### src/hdl/ctt_pkg.sv
// ----------------------------------------------------------------------------
// Timer table package
// Sizes, codes and payload types shared by the timer table modules.
// ----------------------------------------------------------------------------
package ctt_pkg;

  // Table geometry
  localparam int SLOTS        = 8;
  localparam int PENDING_BITS = 8;
  localparam int MAX_OUT      = 8;
  localparam int CMD_DEPTH    = 2;
  localparam int SLOT_W       = (SLOTS > 1) ? $clog2(SLOTS) : 1;
  localparam int CNT_W        = $clog2(MAX_OUT + 1);
  localparam int CD_W         = 17;
  localparam int PTR_W        = (CMD_DEPTH > 1) ? $clog2(CMD_DEPTH) : 1;
  localparam int FILL_W       = $clog2(CMD_DEPTH + 1);

  localparam logic [15:0] TICK_STEP_RST = 16'd50;

  typedef enum logic [1:0] {
    ACT_TICK = 2'd0,
    ACT_ADD  = 2'd1,
    ACT_DEL  = 2'd2,
    ACT_DISP = 2'd3
  } action_e;

  typedef enum logic [1:0] {
    KIND_ADD  = 2'd0,
    KIND_DEL  = 2'd1,
    KIND_TASK = 2'd2,
    KIND_NONE = 2'd3
  } kind_e;

  // Input item
  typedef struct packed {
    action_e     action;
    logic [7:0]  task_id;
    logic [15:0] start_delay;
    logic [15:0] repeat_period;
    logic [2:0]  slot;
  } req_t;

  // Result item
  typedef struct packed {
    kind_e      kind;
    logic [2:0] slot_index;
    logic [7:0] run_task;
    logic       ok;
    logic       last;
  } rsp_t;

  // Decoded command between front and back
  typedef struct packed {
    action_e             op;
    logic [7:0]          task_id;
    logic [CD_W-1:0]     init_cd;
    logic [15:0]         period;
    logic [2:0]          slot_field;
    logic [SLOT_W-1:0]   slot_idx;
    logic                slot_ok;
  } cmd_t;

  // One table entry
  typedef struct packed {
    logic [7:0]              task_id;
    logic [CD_W-1:0]         cd;
    logic [15:0]             period;
    logic [PENDING_BITS-1:0] pend;
  } slot_t;

endpackage

### src/hdl/ctt_req_if.sv
// ----------------------------------------------------------------------------
// Timer table request channel
// Valid/ready channel that carries one input item per transfer.
// ----------------------------------------------------------------------------
interface ctt_req_if;
  logic          valid;
  logic          ready;
  ctt_pkg::req_t data;

  modport source (output valid, output data, input ready);
  modport sink   (input valid, input data, output ready);
endinterface

### src/hdl/ctt_rsp_if.sv
// ----------------------------------------------------------------------------
// Timer table result channel
// Valid/ready channel that carries one result item per transfer.
// ----------------------------------------------------------------------------
interface ctt_rsp_if;
  logic          valid;
  logic          ready;
  ctt_pkg::rsp_t data;

  modport source (output valid, output data, input ready);
  modport sink   (input valid, input data, output ready);
endinterface

### src/hdl/ctt_cmd_fifo.sv
// ----------------------------------------------------------------------------
// Timer table command queue
// Short queue of decoded commands between the front and the back.
// ----------------------------------------------------------------------------
module ctt_cmd_fifo (
  input  logic          clk_i,
  input  logic          rst_ni,
  input  logic          push_valid_i,
  output logic          push_ready_o,
  input  ctt_pkg::cmd_t push_cmd_i,
  output logic          pop_valid_o,
  input  logic          pop_ready_i,
  output ctt_pkg::cmd_t pop_cmd_o
);
  import ctt_pkg::*;

  cmd_t              mem_q [CMD_DEPTH];
  logic [PTR_W-1:0]  wr_ptr_q, wr_ptr_d;
  logic [PTR_W-1:0]  rd_ptr_q, rd_ptr_d;
  logic [FILL_W-1:0] fill_q, fill_d;
  logic              push, pop;

  assign push_ready_o = (fill_q != FILL_W'(CMD_DEPTH));
  assign pop_valid_o  = (fill_q != '0);
  assign pop_cmd_o    = mem_q[rd_ptr_q];
  assign push         = push_valid_i && push_ready_o;
  assign pop          = pop_valid_o && pop_ready_i;

  // Advance pointers and fill level
  always_comb begin
    wr_ptr_d = wr_ptr_q;
    rd_ptr_d = rd_ptr_q;
    fill_d   = fill_q;
    if (push) begin
      wr_ptr_d = (wr_ptr_q == PTR_W'(CMD_DEPTH - 1)) ? '0 : wr_ptr_q + PTR_W'(1);
    end
    if (pop) begin
      rd_ptr_d = (rd_ptr_q == PTR_W'(CMD_DEPTH - 1)) ? '0 : rd_ptr_q + PTR_W'(1);
    end
    if (push && !pop) begin
      fill_d = fill_q + FILL_W'(1);
    end else if (pop && !push) begin
      fill_d = fill_q - FILL_W'(1);
    end
  end

  always_ff @(posedge clk_i or negedge rst_ni) begin
    if (!rst_ni) begin
      wr_ptr_q <= '0;
      rd_ptr_q <= '0;
      fill_q   <= '0;
    end else begin
      wr_ptr_q <= wr_ptr_d;
      rd_ptr_q <= rd_ptr_d;
      fill_q   <= fill_d;
    end
  end

  // Store pushed command
  always_ff @(posedge clk_i) begin
    if (push) begin
      mem_q[wr_ptr_q] <= push_cmd_i;
    end
  end

endmodule

### src/hdl/ctt_front.sv
// ----------------------------------------------------------------------------
// Timer table front end
// Accepts input items, decodes them into commands and hands them to the queue.
// ----------------------------------------------------------------------------
module ctt_front (
  ctt_req_if.sink       req_i,
  output logic          push_valid_o,
  input  logic          push_ready_i,
  output ctt_pkg::cmd_t push_cmd_o
);
  import ctt_pkg::*;

  // Transfer straight into the queue whenever it has room
  assign push_valid_o = req_i.valid;
  assign req_i.ready  = push_ready_i;

  // Decode: first countdown, slot range check
  always_comb begin
    push_cmd_o            = '0;
    push_cmd_o.op         = req_i.data.action;
    push_cmd_o.task_id    = req_i.data.task_id;
    push_cmd_o.init_cd    = {1'b0, req_i.data.start_delay} + CD_W'(1);
    push_cmd_o.period     = req_i.data.repeat_period;
    push_cmd_o.slot_field = req_i.data.slot;
    push_cmd_o.slot_idx   = SLOT_W'(req_i.data.slot);
    push_cmd_o.slot_ok    = (int'(req_i.data.slot) < SLOTS);
  end

endmodule

### src/hdl/ctt_back.sv
// ----------------------------------------------------------------------------
// Timer table back end
// Holds the slot table and executes commands, scanning one slot per cycle unless a dispatch waits on the output.
// ----------------------------------------------------------------------------
module ctt_back (
  input  logic          clk_i,
  input  logic          rst_ni,
  input  logic          cfg_we_i,
  input  logic [15:0]   cfg_wdata_i,
  input  logic          cmd_valid_i,
  output logic          cmd_ready_o,
  input  ctt_pkg::cmd_t cmd_i,
  ctt_rsp_if.source     rsp_o
);
  import ctt_pkg::*;

  localparam logic [1:0] ST_IDLE  = 2'd0;
  localparam logic [1:0] ST_TICK  = 2'd1;
  localparam logic [1:0] ST_DISP  = 2'd2;
  localparam logic [1:0] ST_FLUSH = 2'd3;

  logic [1:0]        state_q, state_d;
  logic [SLOT_W-1:0] idx_q, idx_d;
  logic [CNT_W-1:0]  cnt_q, cnt_d;
  logic              hold_v_q, hold_v_d;
  logic [SLOT_W-1:0] hold_idx_q, hold_idx_d;
  logic [7:0]        hold_task_q, hold_task_d;
  logic [15:0]       tick_step_q;
  logic [SLOTS-1:0]  valid_q;
  slot_t             slot_q [SLOTS];
  logic              out_valid_q, out_valid_d;
  rsp_t              out_q, out_d;

  logic              out_free;
  logic              out_load;
  slot_t             cur;
  logic              last_idx;
  logic              free_found;
  logic [SLOT_W-1:0] free_idx;
  logic [CD_W-1:0]   cd_dec;
  logic [PENDING_BITS-1:0] pend_inc;
  logic              disp_rdy;
  logic              slot_we;
  logic [SLOT_W-1:0] slot_wa;
  slot_t             slot_wd;
  logic              valid_we;
  logic [SLOT_W-1:0] valid_wa;
  logic              valid_wd;

  function automatic rsp_t mk_rsp(kind_e kind, logic [2:0] idx, logic [7:0] tsk,
                                  logic ok, logic last);
    rsp_t r;
    r.kind       = kind;
    r.slot_index = idx;
    r.run_task   = tsk;
    r.ok         = ok;
    r.last       = last;
    return r;
  endfunction

  assign out_free    = !out_valid_q || rsp_o.ready;
  assign rsp_o.valid = out_valid_q;
  assign rsp_o.data  = out_q;
  assign cur         = slot_q[idx_q];
  assign last_idx    = (idx_q == SLOT_W'(SLOTS - 1));

  // Find the lowest free slot
  always_comb begin
    free_found = 1'b0;
    free_idx   = '0;
    for (int i = SLOTS - 1; i >= 0; i--) begin
      if (!valid_q[i]) begin
        free_found = 1'b1;
        free_idx   = SLOT_W'(i);
      end
    end
  end

  // Countdown step for the scanned slot, floored at zero
  assign cd_dec   = (cur.cd > {1'b0, tick_step_q}) ? cur.cd - {1'b0, tick_step_q} : '0;
  assign pend_inc = (cur.pend == '1) ? cur.pend : cur.pend + PENDING_BITS'(1);
  assign disp_rdy = valid_q[idx_q] && (cur.pend != '0);

  // Sequence commands
  always_comb begin
    state_d     = state_q;
    idx_d       = idx_q;
    cnt_d       = cnt_q;
    hold_v_d    = hold_v_q;
    hold_idx_d  = hold_idx_q;
    hold_task_d = hold_task_q;
    out_load    = 1'b0;
    out_d       = out_q;
    cmd_ready_o = 1'b0;
    slot_we     = 1'b0;
    slot_wa     = idx_q;
    slot_wd     = cur;
    valid_we    = 1'b0;
    valid_wa    = idx_q;
    valid_wd    = 1'b0;

    unique case (state_q)
      ST_IDLE: begin
        if (cmd_valid_i) begin
          unique case (cmd_i.op)
            ACT_TICK: begin
              cmd_ready_o = 1'b1;
              idx_d       = '0;
              state_d     = ST_TICK;
            end
            ACT_DISP: begin
              cmd_ready_o = 1'b1;
              idx_d       = '0;
              cnt_d       = '0;
              hold_v_d    = 1'b0;
              state_d     = ST_DISP;
            end
            ACT_ADD: begin
              if (out_free) begin
                cmd_ready_o = 1'b1;
                out_load    = 1'b1;
                if (free_found) begin
                  slot_we        = 1'b1;
                  slot_wa        = free_idx;
                  slot_wd.task_id = cmd_i.task_id;
                  slot_wd.cd     = cmd_i.init_cd;
                  slot_wd.period = cmd_i.period;
                  slot_wd.pend   = '0;
                  valid_we       = 1'b1;
                  valid_wa       = free_idx;
                  valid_wd       = 1'b1;
                  out_d = mk_rsp(KIND_ADD, 3'(free_idx), 8'd0, 1'b1, 1'b1);
                end else begin
                  out_d = mk_rsp(KIND_ADD, 3'd0, 8'd0, 1'b0, 1'b1);
                end
              end
            end
            ACT_DEL: begin
              if (out_free) begin
                cmd_ready_o = 1'b1;
                out_load    = 1'b1;
                valid_we    = cmd_i.slot_ok;
                valid_wa    = cmd_i.slot_idx;
                valid_wd    = 1'b0;
                out_d = mk_rsp(KIND_DEL, cmd_i.slot_field, 8'd0, cmd_i.slot_ok, 1'b1);
              end
            end
            default: ;
          endcase
        end
      end

      // Visit one slot per cycle and age it if it is live
      ST_TICK: begin
        if (valid_q[idx_q]) begin
          slot_we = 1'b1;
          slot_wd.cd = cd_dec;
          if (cd_dec == '0) begin
            slot_wd.pend = pend_inc;
            if (cur.period != '0) begin
              slot_wd.cd = {1'b0, cur.period};
            end
          end
        end
        if (last_idx) begin
          state_d = ST_IDLE;
        end else begin
          idx_d = idx_q + SLOT_W'(1);
        end
      end

      // Hold each ready slot until the next one shows whether it is the last
      ST_DISP: begin
        if (disp_rdy) begin
          if (!hold_v_q || out_free) begin
            if (hold_v_q) begin
              out_load = 1'b1;
              out_d = mk_rsp(KIND_TASK, 3'(hold_idx_q), hold_task_q, 1'b1, 1'b0);
            end
            hold_v_d     = 1'b1;
            hold_idx_d   = idx_q;
            hold_task_d  = cur.task_id;
            cnt_d        = cnt_q + CNT_W'(1);
            slot_we      = 1'b1;
            slot_wd.pend = cur.pend - PENDING_BITS'(1);
            if (cur.period == '0) begin
              valid_we = 1'b1;
              valid_wd = 1'b0;
            end
            if (last_idx || (cnt_d == CNT_W'(MAX_OUT))) begin
              state_d = ST_FLUSH;
            end else begin
              idx_d = idx_q + SLOT_W'(1);
            end
          end
        end else if (last_idx) begin
          state_d = ST_FLUSH;
        end else begin
          idx_d = idx_q + SLOT_W'(1);
        end
      end

      // Emit the closing result
      ST_FLUSH: begin
        if (out_free) begin
          out_load = 1'b1;
          if (hold_v_q) begin
            out_d = mk_rsp(KIND_TASK, 3'(hold_idx_q), hold_task_q, 1'b1, 1'b1);
          end else begin
            out_d = mk_rsp(KIND_NONE, 3'd0, 8'd0, 1'b0, 1'b1);
          end
          hold_v_d = 1'b0;
          state_d  = ST_IDLE;
        end
      end

      default: state_d = ST_IDLE;
    endcase
  end

  // Load wins over drain on the output register
  always_comb begin
    if (out_load) begin
      out_valid_d = 1'b1;
    end else if (rsp_o.ready) begin
      out_valid_d = 1'b0;
    end else begin
      out_valid_d = out_valid_q;
    end
  end

  always_ff @(posedge clk_i or negedge rst_ni) begin
    if (!rst_ni) begin
      state_q     <= ST_IDLE;
      idx_q       <= '0;
      cnt_q       <= '0;
      hold_v_q    <= 1'b0;
      out_valid_q <= 1'b0;
      valid_q     <= '0;
      tick_step_q <= TICK_STEP_RST;
    end else begin
      state_q     <= state_d;
      idx_q       <= idx_d;
      cnt_q       <= cnt_d;
      hold_v_q    <= hold_v_d;
      out_valid_q <= out_valid_d;
      if (valid_we) begin
        valid_q[valid_wa] <= valid_wd;
      end
      if (cfg_we_i) begin
        tick_step_q <= cfg_wdata_i;
      end
    end
  end

  // Payload registers
  always_ff @(posedge clk_i) begin
    hold_idx_q  <= hold_idx_d;
    hold_task_q <= hold_task_d;
    out_q       <= out_d;
    if (slot_we) begin
      slot_q[slot_wa] <= slot_wd;
    end
  end

endmodule

### src/hdl/cooperative_task_timer_table_core.sv
// ----------------------------------------------------------------------------
// Cooperative task timer table core
// Eight-slot task timer table with tick, add, delete and dispatch commands.
// ----------------------------------------------------------------------------
// An input item is taken into a two-entry command queue in the cycle it is
// offered, as long as the queue has room, so the request side runs ahead of the
// table. Add and delete finish once they reach the head of the queue and the
// output register is free, and give one result. Tick and dispatch are taken
// without waiting on the output and then walk the table one slot per cycle
// through a single countdown subtractor; a dispatch can stall its walk while
// the output register is busy, and ends with a closing result. Results leave
// through a registered output: add, delete and each dispatch result wait while
// that register still holds an untaken result, and a tick never waits on it.
// No clearing pass runs after reset: the table is usable straight out of reset.
module cooperative_task_timer_table_core (
  input  logic        clk_i,
  input  logic        rst_ni,
  input  logic        cfg_we_i,
  input  logic [15:0] cfg_wdata_i,
  ctt_req_if.sink     req_i,
  ctt_rsp_if.source   rsp_o
);
  import ctt_pkg::*;

  logic push_valid, push_ready;
  cmd_t push_cmd;
  logic pop_valid, pop_ready;
  cmd_t pop_cmd;

  // Decode incoming items
  ctt_front u_front (
    .req_i        (req_i),
    .push_valid_o (push_valid),
    .push_ready_i (push_ready),
    .push_cmd_o   (push_cmd)
  );

  // Decouple front from back
  ctt_cmd_fifo u_fifo (
    .clk_i        (clk_i),
    .rst_ni       (rst_ni),
    .push_valid_i (push_valid),
    .push_ready_o (push_ready),
    .push_cmd_i   (push_cmd),
    .pop_valid_o  (pop_valid),
    .pop_ready_i  (pop_ready),
    .pop_cmd_o    (pop_cmd)
  );

  // Execute against the slot table
  ctt_back u_back (
    .clk_i       (clk_i),
    .rst_ni      (rst_ni),
    .cfg_we_i    (cfg_we_i),
    .cfg_wdata_i (cfg_wdata_i),
    .cmd_valid_i (pop_valid),
    .cmd_ready_o (pop_ready),
    .cmd_i       (pop_cmd),
    .rsp_o       (rsp_o)
  );

endmodule

### src/flat_wrapper.sv
// flat-port wrapper written by rule: the top's interface ports become plain ports
module cooperative_task_timer_table_core_flat import ctt_pkg::*;
  (clk_i, rst_ni, cfg_we_i, cfg_wdata_i, req_i_valid, req_i_data, req_i_ready, rsp_o_valid, rsp_o_data, rsp_o_ready);
  ctt_req_if req_i_i ();
  ctt_rsp_if rsp_o_i ();
  input  logic clk_i;
  input  logic rst_ni;
  input  logic cfg_we_i;
  input  logic [15:0] cfg_wdata_i;
  input wire logic [$bits(req_i_i.valid)-1:0] req_i_valid;
  input wire logic [$bits(req_i_i.data)-1:0] req_i_data;
  output wire logic [$bits(req_i_i.ready)-1:0] req_i_ready;
  output wire logic [$bits(rsp_o_i.valid)-1:0] rsp_o_valid;
  output wire logic [$bits(rsp_o_i.data)-1:0] rsp_o_data;
  input wire logic [$bits(rsp_o_i.ready)-1:0] rsp_o_ready;
  assign req_i_i.valid = req_i_valid;
  assign req_i_i.data = req_i_data;
  assign req_i_ready = req_i_i.ready;
  assign rsp_o_valid = rsp_o_i.valid;
  assign rsp_o_data = rsp_o_i.data;
  assign rsp_o_i.ready = rsp_o_ready;
  cooperative_task_timer_table_core u_core (.clk_i(clk_i), .rst_ni(rst_ni), .cfg_we_i(cfg_we_i), .cfg_wdata_i(cfg_wdata_i), .req_i(req_i_i), .rsp_o(rsp_o_i));
endmodule
### config.mk
export PLATFORM = sky130hd
export DESIGN_NAME = cooperative_task_timer_table_core_flat
export DESIGN_NICKNAME = d
export VERILOG_FILES = /design/src/hdl/ctt_pkg.sv /design/src/hdl/ctt_req_if.sv /design/src/hdl/ctt_rsp_if.sv /design/src/hdl/ctt_cmd_fifo.sv /design/src/hdl/ctt_front.sv /design/src/hdl/ctt_back.sv /design/src/hdl/cooperative_task_timer_table_core.sv /design/src/flat_wrapper.sv
export SDC_FILE = /design/constraint.sdc
export NUM_CORES = 1
export LEC_CHECK = 0
export ABC_AREA = 0
export BUFFER_PORTS_ARGS = -buffer_cell sky130_fd_sc_hd__buf_2
export CAP_MARGIN = 20
export CORE_MARGIN = 2
export CORE_UTILIZATION = 51
export DETAILED_ROUTE_END_ITERATION = 10
export GPL_ROUTABILITY_DRIVEN = 0
export PLACE_DENSITY_LB_ADDON = 0.3
export SYNTH_ARGS = -nofsm -noshare
export SYNTH_HDL_FRONTEND = slang
export SYNTH_SLANG_ARGS = --single-unit
### constraint.sdc
create_clock -name clk_i -period 8.4 [get_ports clk_i]
set_input_delay 1.68 -clock clk_i [delete_from_list [all_inputs] [get_ports clk_i]]
set_output_delay 1.68 -clock clk_i [all_outputs]
set_load 0.02 [all_outputs]
[Word level (Yosys, flattened, before mapping)]
Memory sizes are Yosys's and may differ from the RTL's.
Index checks and enable logic that the tools add are counted.
Operators by class
  shifts and indexed selects: 0
  add/sub/neg operators: 10
  multipliers: 0
  divide/modulo/power cells: 0
  bitwise operators: 0
  reductions and logical operators: 33
  order comparisons: 4
  equal/unequal tests: 26
  mux-type cells: 121
Operators with widths (number)
  two-way mux 49 bit: 4
  two-way mux 15 bit: 7
  two-way mux 17 bit: 4
  two-way mux 3 bit: 22
  two-way mux 8 bit: 6
  case mux 15 bit (3 select lines): 1
  two-way mux 1 bit: 44
  case mux 17 bit (2 select lines): 1
  case mux 15 bit (2 select lines): 1
  case mux 8 bit (3 select lines): 1
  two-way mux 2 bit: 9
  inequality test 3 bit (second input constant): 6
  adder 16 x 1 -> 17 bit (second input constant): 1
  > comparator 17 x 16 -> 1 bit: 1
  zero test 17 bit: 1
  subtractor 17 x 16 -> 17 bit: 1
  zero test 16 bit: 1
  two-way mux 16 bit: 1
  two-way mux 4 bit: 4
  nonzero test 16 bit: 1
  two-way mux 14 bit: 1
  inequality test 2 bit (second input constant): 7
  two-way mux 13 bit: 1
  AND reduction 5 bit: 2
  38 further kinds: 66
Word-level totals
  memory bits (read-only): 0
  register bits: 65
  bits in writable memories: 490
  logic and storage cells: 213
  bits in latches: 0
  memories kept: 2
Memory list
  u_core.u_back.slot_q: words 8, bits a word 49, rd ports 1, clocked after memory_dff 0, wr ports 1, line ctt_back.sv:30  | slot_t slot_q [SLOTS];
  u_core.u_fifo.mem_q: words 2, bits a word 49, rd ports 1, clocked after memory_dff 0, wr ports 1, line ctt_cmd_fifo.sv:17  | cmd_t mem_q [CMD_DEPTH];

[Depth between registers and ports, before layout]
Gate-level depths: netlist (run 1).
  word-level depth: 18
  gate-level depth with buffers: 22

[By module]
From an unflattened synthesis (run 1), not the netlist that was laid out.
Unflattened totals
  cells, all modules: 1554
  area total of the unflattened synthesis: 24692.4 sq um
By module, submodules not included
  ctt_back: area an instance 20059.2 sq um, cells an instance 1301, times used 1
  ctt_cmd_fifo: area an instance 4055.1 sq um, cells an instance 174, times used 1
  ctt_front: area an instance 578.1 sq um, cells an instance 79, times used 1

[Worst setup path before layout (run 1)]
No wires, ideal clock.
  kind: in2reg
  start: input port rsp_o_ready
  end: memory u_core.u_back.slot_q[2][0] (netlist name), enable pin
  required time: 7.884 ns
  setup slack: 1.413 ns
  cell stages on the path: 9
  arrival time: 6.471 ns
  cells stage by stage: nor2b_1 -> nand2_1 -> inv_1 -> nor2_1 -> nand2_1 -> nor2_1 -> o31a_1 -> nand2b_1 -> nor3_1
On the way
  longest elaborated chain between the ends: 7
  elaborated cells between the ends (all ways): 14
RTL lines
  from (decl): line flat_wrapper.sv:15  | input wire logic [$bits(rsp_o_i.ready)-1:0] rsp_o_ready;
  logical OR 1 bit (*): line ctt_back.sv:61  | assign out_free = !out_valid_q || rsp_o.ready;
  two-way mux 1 bit or logical OR 1 bit (tied branches): line ctt_back.sv:119, ctt_back.sv:175
  two-way mux 1 bit (on tied branches) (2 in series)
  case mux 1 bit (3 select lines): line ctt_back.sv:102  | unique case (state_q)
  two-way mux 1 bit: line ctt_back.sv:261  | if (slot_we) begin
  two-way mux 1 bit (implied by the code): line ctt_back.sv:262  | slot_q[slot_wa] <= slot_wd;
  to (decl): line ctt_back.sv:30
Mark *: on every way between the ends. The rest lies on a longest branch, timed or not.

==> impl_metrics.toml, run 1 <==
[synthesis]
synth_flop_cell = "edfxtp_1"
synthesis.area_mm2 = 0.0245
async_flop_share_pct = 7.10
synth-compound-area-share_pct = 7.77
synth_xor_area_share_pct = 1.00
ys_types = 102
ys_warn_count = 0
synth_nets = 1677
synth_area_per_cell_um2 = 15.6
synthAdderAreaFrac_pct = 1.87
ys_seq_area_share_pct = 66.5
synth_top_family_by_area = "multiplexers"
synthMuxAreaShare_pct = 12.8
postSynthCellCount = 1575
synth_edf_count = 510
synth_seq_cells = 549
yosys.area_share.simple_pct = 7.41

[clock_network]
cts.sinks = 549
cts_resized = 0
cts_tree = "done"
clock_latency_ns = 0.62
cts-hold-fix-buffers = 0
numCtsBuffers = 55
post_cts_buffers = 0
h-tree-depth = 2
clockBufferDepth = 3
clk_pin_slew_ns = 0.06
root_buffer = "clkbuf_16"

[flow_run]
cap_violations = 0

[critical_path]
crit_fanout = 45
critPathRequiredTime_ns = 8.69
critPathArrivalTime_ns = 6.63
crit_path_start_kind = "register"
endpoint_kind = "register"
critPathKind = "register to register"

[sta]
drv_slew = 0
fmax_ghz = 0.158
setup_violations = 0
clock_skew_ns = 0.0197
rsz0062_at_grt = "false"
tightest_slew_ns = 1.02
tns_ns = 0
fin_crit_ns = 6.34
final_hold_viol_count = 0
setup_ws_ns = 2.06
layout_worst_path_cycle_share_pct = 75.5
maxSlewHeadroom_pct = 32.1

[pwr]
switching_share_pct = 36.4
p_sw_mw = 3.84
p_clk_share_pct = 22.8
ir_drop_mv = 0.187
p_int_mw = 6.69
power_frac_comb_pct = 37.9
power.density_mw_per_mm2 = 384
p_seq_share_pct = 39.2
p_leak_nw = 9.32

[floorplanning]
start_util_pct = 51.6
die_h_um = 223
dieArea_mm2 = 0.0498
core_area_mm2 = 0.0475
die_x_um = 223
fp-row-count = 80
io_pins = 83

[global_routing]
grt_usage_pct = 22.3
grt_pass1_wl_um = 84300
grt.overflow.total = 0
antenna_found_initial = 0
grt_start_max_net_pins = 52
grt_pass1_vias = 14300

[route]
drc_errors = 0
drtPass1Iterations = 6
routedWlPerCell_um = 23.4
viasPerCell = 6.11
drt_iter0_markers = 1614
via_count = 14200
wirelength_um = 54600
ant_nets = 0

[placed_design]
place_ws_ns = 2.12
dp_hpwl_um = 34400
post_dp_cell_area_mm2 = 0.0256
io_buffers = 82

[finish]
fillers = 3600
num_antenna_cells = 0
drive_gt1_share_pct = 21.3
layout_common_cells = "edfxtp_1, nand2_1, mux4_2"
final_nets = 1773
area_growth_pct = 11.9
design_area_mm2 = 0.0274
final_common_cell = "edfxtp_1"

[hold_path]
hold_path.class = "register to register"

[outcome]
status = "complete, no violations"
==> cell usage after synthesis, drive strengths merged, types with 4 or more instances <==
cell	n	area (um2)
edfxtp	510	15300
nand2	146	551
mux4	100	2250
o21ai	72	364
a21oi	69	349
mux2i	64	656
inv	61	229
nor2	51	191
clkbuf	39	166
buf	37	255
dfrtp	36	901
ha	35	438
nand3	29	145
nor2b	29	181
xnor2	23	201
a211oi	22	188
mux2	20	233
o21a	20	150
o22ai	19	119
nand4	15	100
nand2b	14	97.6
nor3	14	80.1
or3	10	62.6
nor4	9	108
a31oi	8	50.1
and3	8	50.1
o211ai	6	45.0
a2111oi	5	50.0
a21o	5	37.5
a22oi	5	37.5
and2	5	32.5
nand3b	5	50.1
nor3b	5	47.5
o31ai	5	42.5
xor2	5	43.8
a211o	4	36.3
a221o	4	40.0
a22o	4	35.0
o221ai	4	35.0
==> logic make-up after synthesis <==
| logic type | count (synthesis) |
|---|---|
| AO/OA/AOI/OAI | 286 |
| XOR/XNOR | 28 |
| adder cells (fa/ha/maj) | 36 |
| buffers and inverters | 138 |
| flip-flops | 549 |
| multiplexers | 184 |
| AND/OR/NAND/NOR | 354 |
==> per-stage QoR <==
stage | utilization [%] | instances | power [mW] | hold WS [ns]
after detailed placement | 53.8 | 2227 | 8.12 | 0.521
after CTS | 57.6 | 2329 | 10.5 | 0.539
after global placement | 53.8 | 2227 | 8.01 | 0.515
after floorplan | - | 1575 | 7.03 | 0.445
after global routing | 57.7 | 2331 | 11.0 | 0.557
final | 57.7 | 2331 | 10.5 | 0.536
==> power groups by stage <==
stage                     clock network, mW  registers, mW  logic, mW
after detailed placement                  0           4.19       3.93
final                                  2.40           4.13       4.00
after global routing                   2.55           4.17       4.33
after CTS                              2.45           4.14       3.95
after floorplan                           0           4.12       2.91
after global placement                    0           4.18       3.83
==> worst paths after layout <==
| kind | start | end | slack, ns | cells past startpoint |
|---|---|---|---|---|
| max in group asynchronous | rst_ni | u_core.u_back.tick_step_q[1] | 7.03 | 2 |
| max reg2reg | u_core.u_back.idx_q[0] | u_core.u_back.slot_q[3][24] | 2.06 | 14 |
| min reg2reg | u_core.u_back.hold_task_q[3] | u_core.u_back.rsp_o.data[5] | 0.54 | 1 |
| max | u_core.u_back.idx_q[0] | u_core.u_back.slot_q[3][24] | 2.06 | 14 |
| min in group asynchronous | rst_ni | u_core.u_back.tick_step_q[7] | 0.88 | 1 |
| min | u_core.u_back.hold_task_q[3] | u_core.u_back.rsp_o.data[5] | 0.54 | 1 |
==> registers in the layout, summed over array words and instances (netlist names), 2 cells and up <==
register and cells:
u_core.u_fifo.mem_q 92, u_core.u_back.rsp_o.data 15, u_core.u_back.hold_task_q 8, u_core.u_back.tick_step_q 16, u_core.u_back.valid_q 8, u_core.u_fifo.fill_q 2
u_core.u_back.idx_q 3, u_core.u_back.slot_q 392, u_core.u_back.state_q 2, u_core.u_back.cnt_q 4, u_core.u_back.hold_idx_q 3
==> per-layer routing <==
| layer | vias up | GRT usage, % | routed length (um) | share of wire (%) |
|---|---|---|---|---|
| li1 | 6384 | - | - | - |
| met1 | 7272 | 31.0 | 23400 | 43 |
| met2 | 513 | 36.4 | 26200 | 48 |
| met3 | 80 | 4.29 | 3730 | 6.8 |
| met4 | 0 | 6.24 | 1330 | 2.4 |
| met5 | - | 0 | 0 | 0 |
==> critical path: stages, from the launching register on <==
cell,delay [ns]
dfrtp_4,1.04
buf_4,0.47
mux4_2,0.54
nand2_1,0.08
nand2_1,0.15
ha_1,0.46
nor2b_1,0.10
a221o_1,0.32
a311oi_1,0.58
o21ai_0,0.18
nor4_1,0.30
nand4b_1,0.21
o21ai_2,0.34
nand2b_1,0.38
o31ai_1,0.82
==> layout make-up <==
cell class | instances | area, um2 | area share [%]
sequential | 549 | 16300 | 59.5
inverter | 62 | 233 | 0.849
clock buffer | 67 | 1440 | 5.26
timing repair buffer | 115 | 683 | 2.49
tap | 615 | 769 | 2.81
multi-input combinational | 888 | 7640 | 27.9
clock inverter | 35 | 352 | 1.28
Note: power is estimated with default switching activity, not from simulation.
==> inputs of run 2 (changes only) <==
clock period = 5.6 ns   (was 8.4 ns; I/O delays follow)
==> run 2 against run 1 <==
Total power increased by 53%. Via count is 0.62% higher. Sequential share of layout area shrank 1.0 points. Combinational power increased by 59%. Clock-buffer cell count shrank 3. Clock power up 52%.
==> impl_metrics.toml, run 2 (synthesis gave the netlist of run 1 again) <==
[floorplanning]
dieArea_mm2 = 0.0498
start_util_pct = 51.6
core_area_mm2 = 0.0475
io_pins = 83
die_h_um = 223
fp-row-count = 80
die_x_um = 223

[route]
via_count = 14300
viasPerCell = 6.04
drc_errors = 0
wirelength_um = 55800
routedWlPerCell_um = 23.5
ant_nets = 0
drtPass1Iterations = 6
drt_iter0_markers = 1397

[critical_path]
slowest_stage = "o31ai_1"
endpoint_kind = "register"
critPathArrivalTime_ns = 5.62
critPathRequiredTime_ns = 5.88
cp_top_family = "compound AO/OA/AOI/OAI gates"
crit_fanout = 8
crit_chain = "buf_12 > mux4_2 > mux2i_1 > ha_1 > inv_1 > fa_1 > a211oi_2 > nor2_1 > a311oi_1 > o21ai_0 > nor4_1 > nand4b_1 > o21ai_2 > nand2b_1 > o31ai_1"
cp.buffers_inverters = 2
slowest_delay_ns = 0.83
critPathKind = "register to register"
crit_path_start_kind = "register"

[clock_network]
cts-hold-fix-buffers = 0
clock_latency_ns = 0.62
clockBufferDepth = 3
clk_pin_slew_ns = 0.06
numCtsBuffers = 54
root_buffer = "clkbuf_16"
cts_tree = "done"
cts.sinks = 549
h-tree-depth = 2

[sta]
layout_worst_path_cycle_share_pct = 95.4
tightest_slew_ns = 0.997
fin_crit_ns = 5.34
drv_slew = 0
maxSlewHeadroom_pct = 33.6
rsz0062_at_grt = "true"
setup_violations = 0
holdWs_ns = 0.538
final_hold_viol_count = 0
fmax_ghz = 0.187
clock_skew_ns = 0.0224

[finish]
layout_common_cells = "edfxtp_1, nand2_1, mux4_2"
fillers = 3532
drive_gt1_share_pct = 23.5
layout.cells.non_filler = 2374
fin_util_pct = 58.7
reg.largest.list = "u_core.u_back.slot_q x392, u_core.u_fifo.mem_q x92, u_core.u_back.tick_step_q x16"
top_register = "u_core.u_back.slot_q"
largest_reg_flops = 392
area_growth_pct = 13.8
final_common_cell = "edfxtp_1"
final_nets = 1815
design_area_mm2 = 0.0279
num_antenna_cells = 0

[placed_design]
dp_hpwl_um = 35700
io_buffers = 82
post_dp_cell_area_mm2 = 0.0260
dpl.cell_count = 2266

[outcome]
status = "complete, no violations"

[global_routing]
grt_pass1_vias = 14300
grt_usage_pct = 22.7
grt_start_max_net_pins = 50
antenna_found_initial = 0
grt_pass1_wl_um = 84700
grt.overflow.total = 0

[hold_path]
hold_path.class = "register to register"

[flow_run]
cap_violations = 0

[pwr]
p_leak_nw = 9.57
ir_drop_mv = 0.380
power.density_mw_per_mm2 = 577
design_power_total_mw = 16.1
## run 2: cell count changes in the layout (fill, tap and decap cells not counted), sizes merged
cell / before / now
clkbuf: 67 / 64
clkinv: 25 / 26
bufinv: 5 / 6
buf: 115 / 158
inv: 64 / 65
## run 2: final cells by class
cell class,instances,area (um2),share of cell area [%]
Clock inverter,38,392,1.40
Timing Repair Buffer,158,1130,4.04
Multi-Input combinational cell,888,7660,27.5
Inverter,62,233,0.834
Sequential cell,549,16300,58.5
Tap cell,615,769,2.76
Clock buffer,64,1410,5.05
## run 2: path summary, 6_finish.rpt
check                                                    from                             to  slack, ns  cells past startpoint
worst max-delay path                   u_core.u_back.idx_q[0]    u_core.u_back.slot_q[4][29]       0.26                     15
worst min-delay path            u_core.u_back.tick_step_q[14]  u_core.u_back.tick_step_q[14]       0.54                      2
worst max register to register         u_core.u_back.idx_q[0]    u_core.u_back.slot_q[4][29]       0.26                     15
worst min register to register  u_core.u_back.tick_step_q[14]  u_core.u_back.tick_step_q[14]       0.54                      2
max in group asynchronous                              rst_ni         u_core.u_back.idx_q[1]       4.19                      1
min in group asynchronous                              rst_ni   u_core.u_back.tick_step_q[7]       0.66                      1
## run 2: where the power goes
| group | internal [mW] | switching, mW | leakage [nW] |
|---|---|---|---|
| Combinational | 2.29 | 4.05 | 3.58 |
| Clock | 2.09 | 1.55 | 0.875 |
| Sequential | 5.90 | 0.217 | 5.11 |
| Total | 10.3 | 5.82 | 9.57 |
## run 2: stage by stage
stage               TNS, ns  setup WS (ns)
floorplan                 0        0.00330
global placement          0          0.351
detailed placement        0          0.127
CTS                       0          0.116
global route          -1.69        -0.0850
finish                    0          0.260
## run 2: timing repair
action	CTS	global route
setup endpoints to repair	0	84
resized for setup	0	1
setup buffers	0	6
hold endpoints to repair	0	0
## run 2: layer usage
metal,wire length [um],GRT usage [%]
met5,0,0
met3,3440,4.08
met4,1900,8.59
met1,23300,30.2
met2,27200,37.7
## run 2: worst min-delay path: stages, from the launching register on
cell and delay [ns]:
dfrtp_1 0.32, inv_1 0.05, o21ai_0 0.13
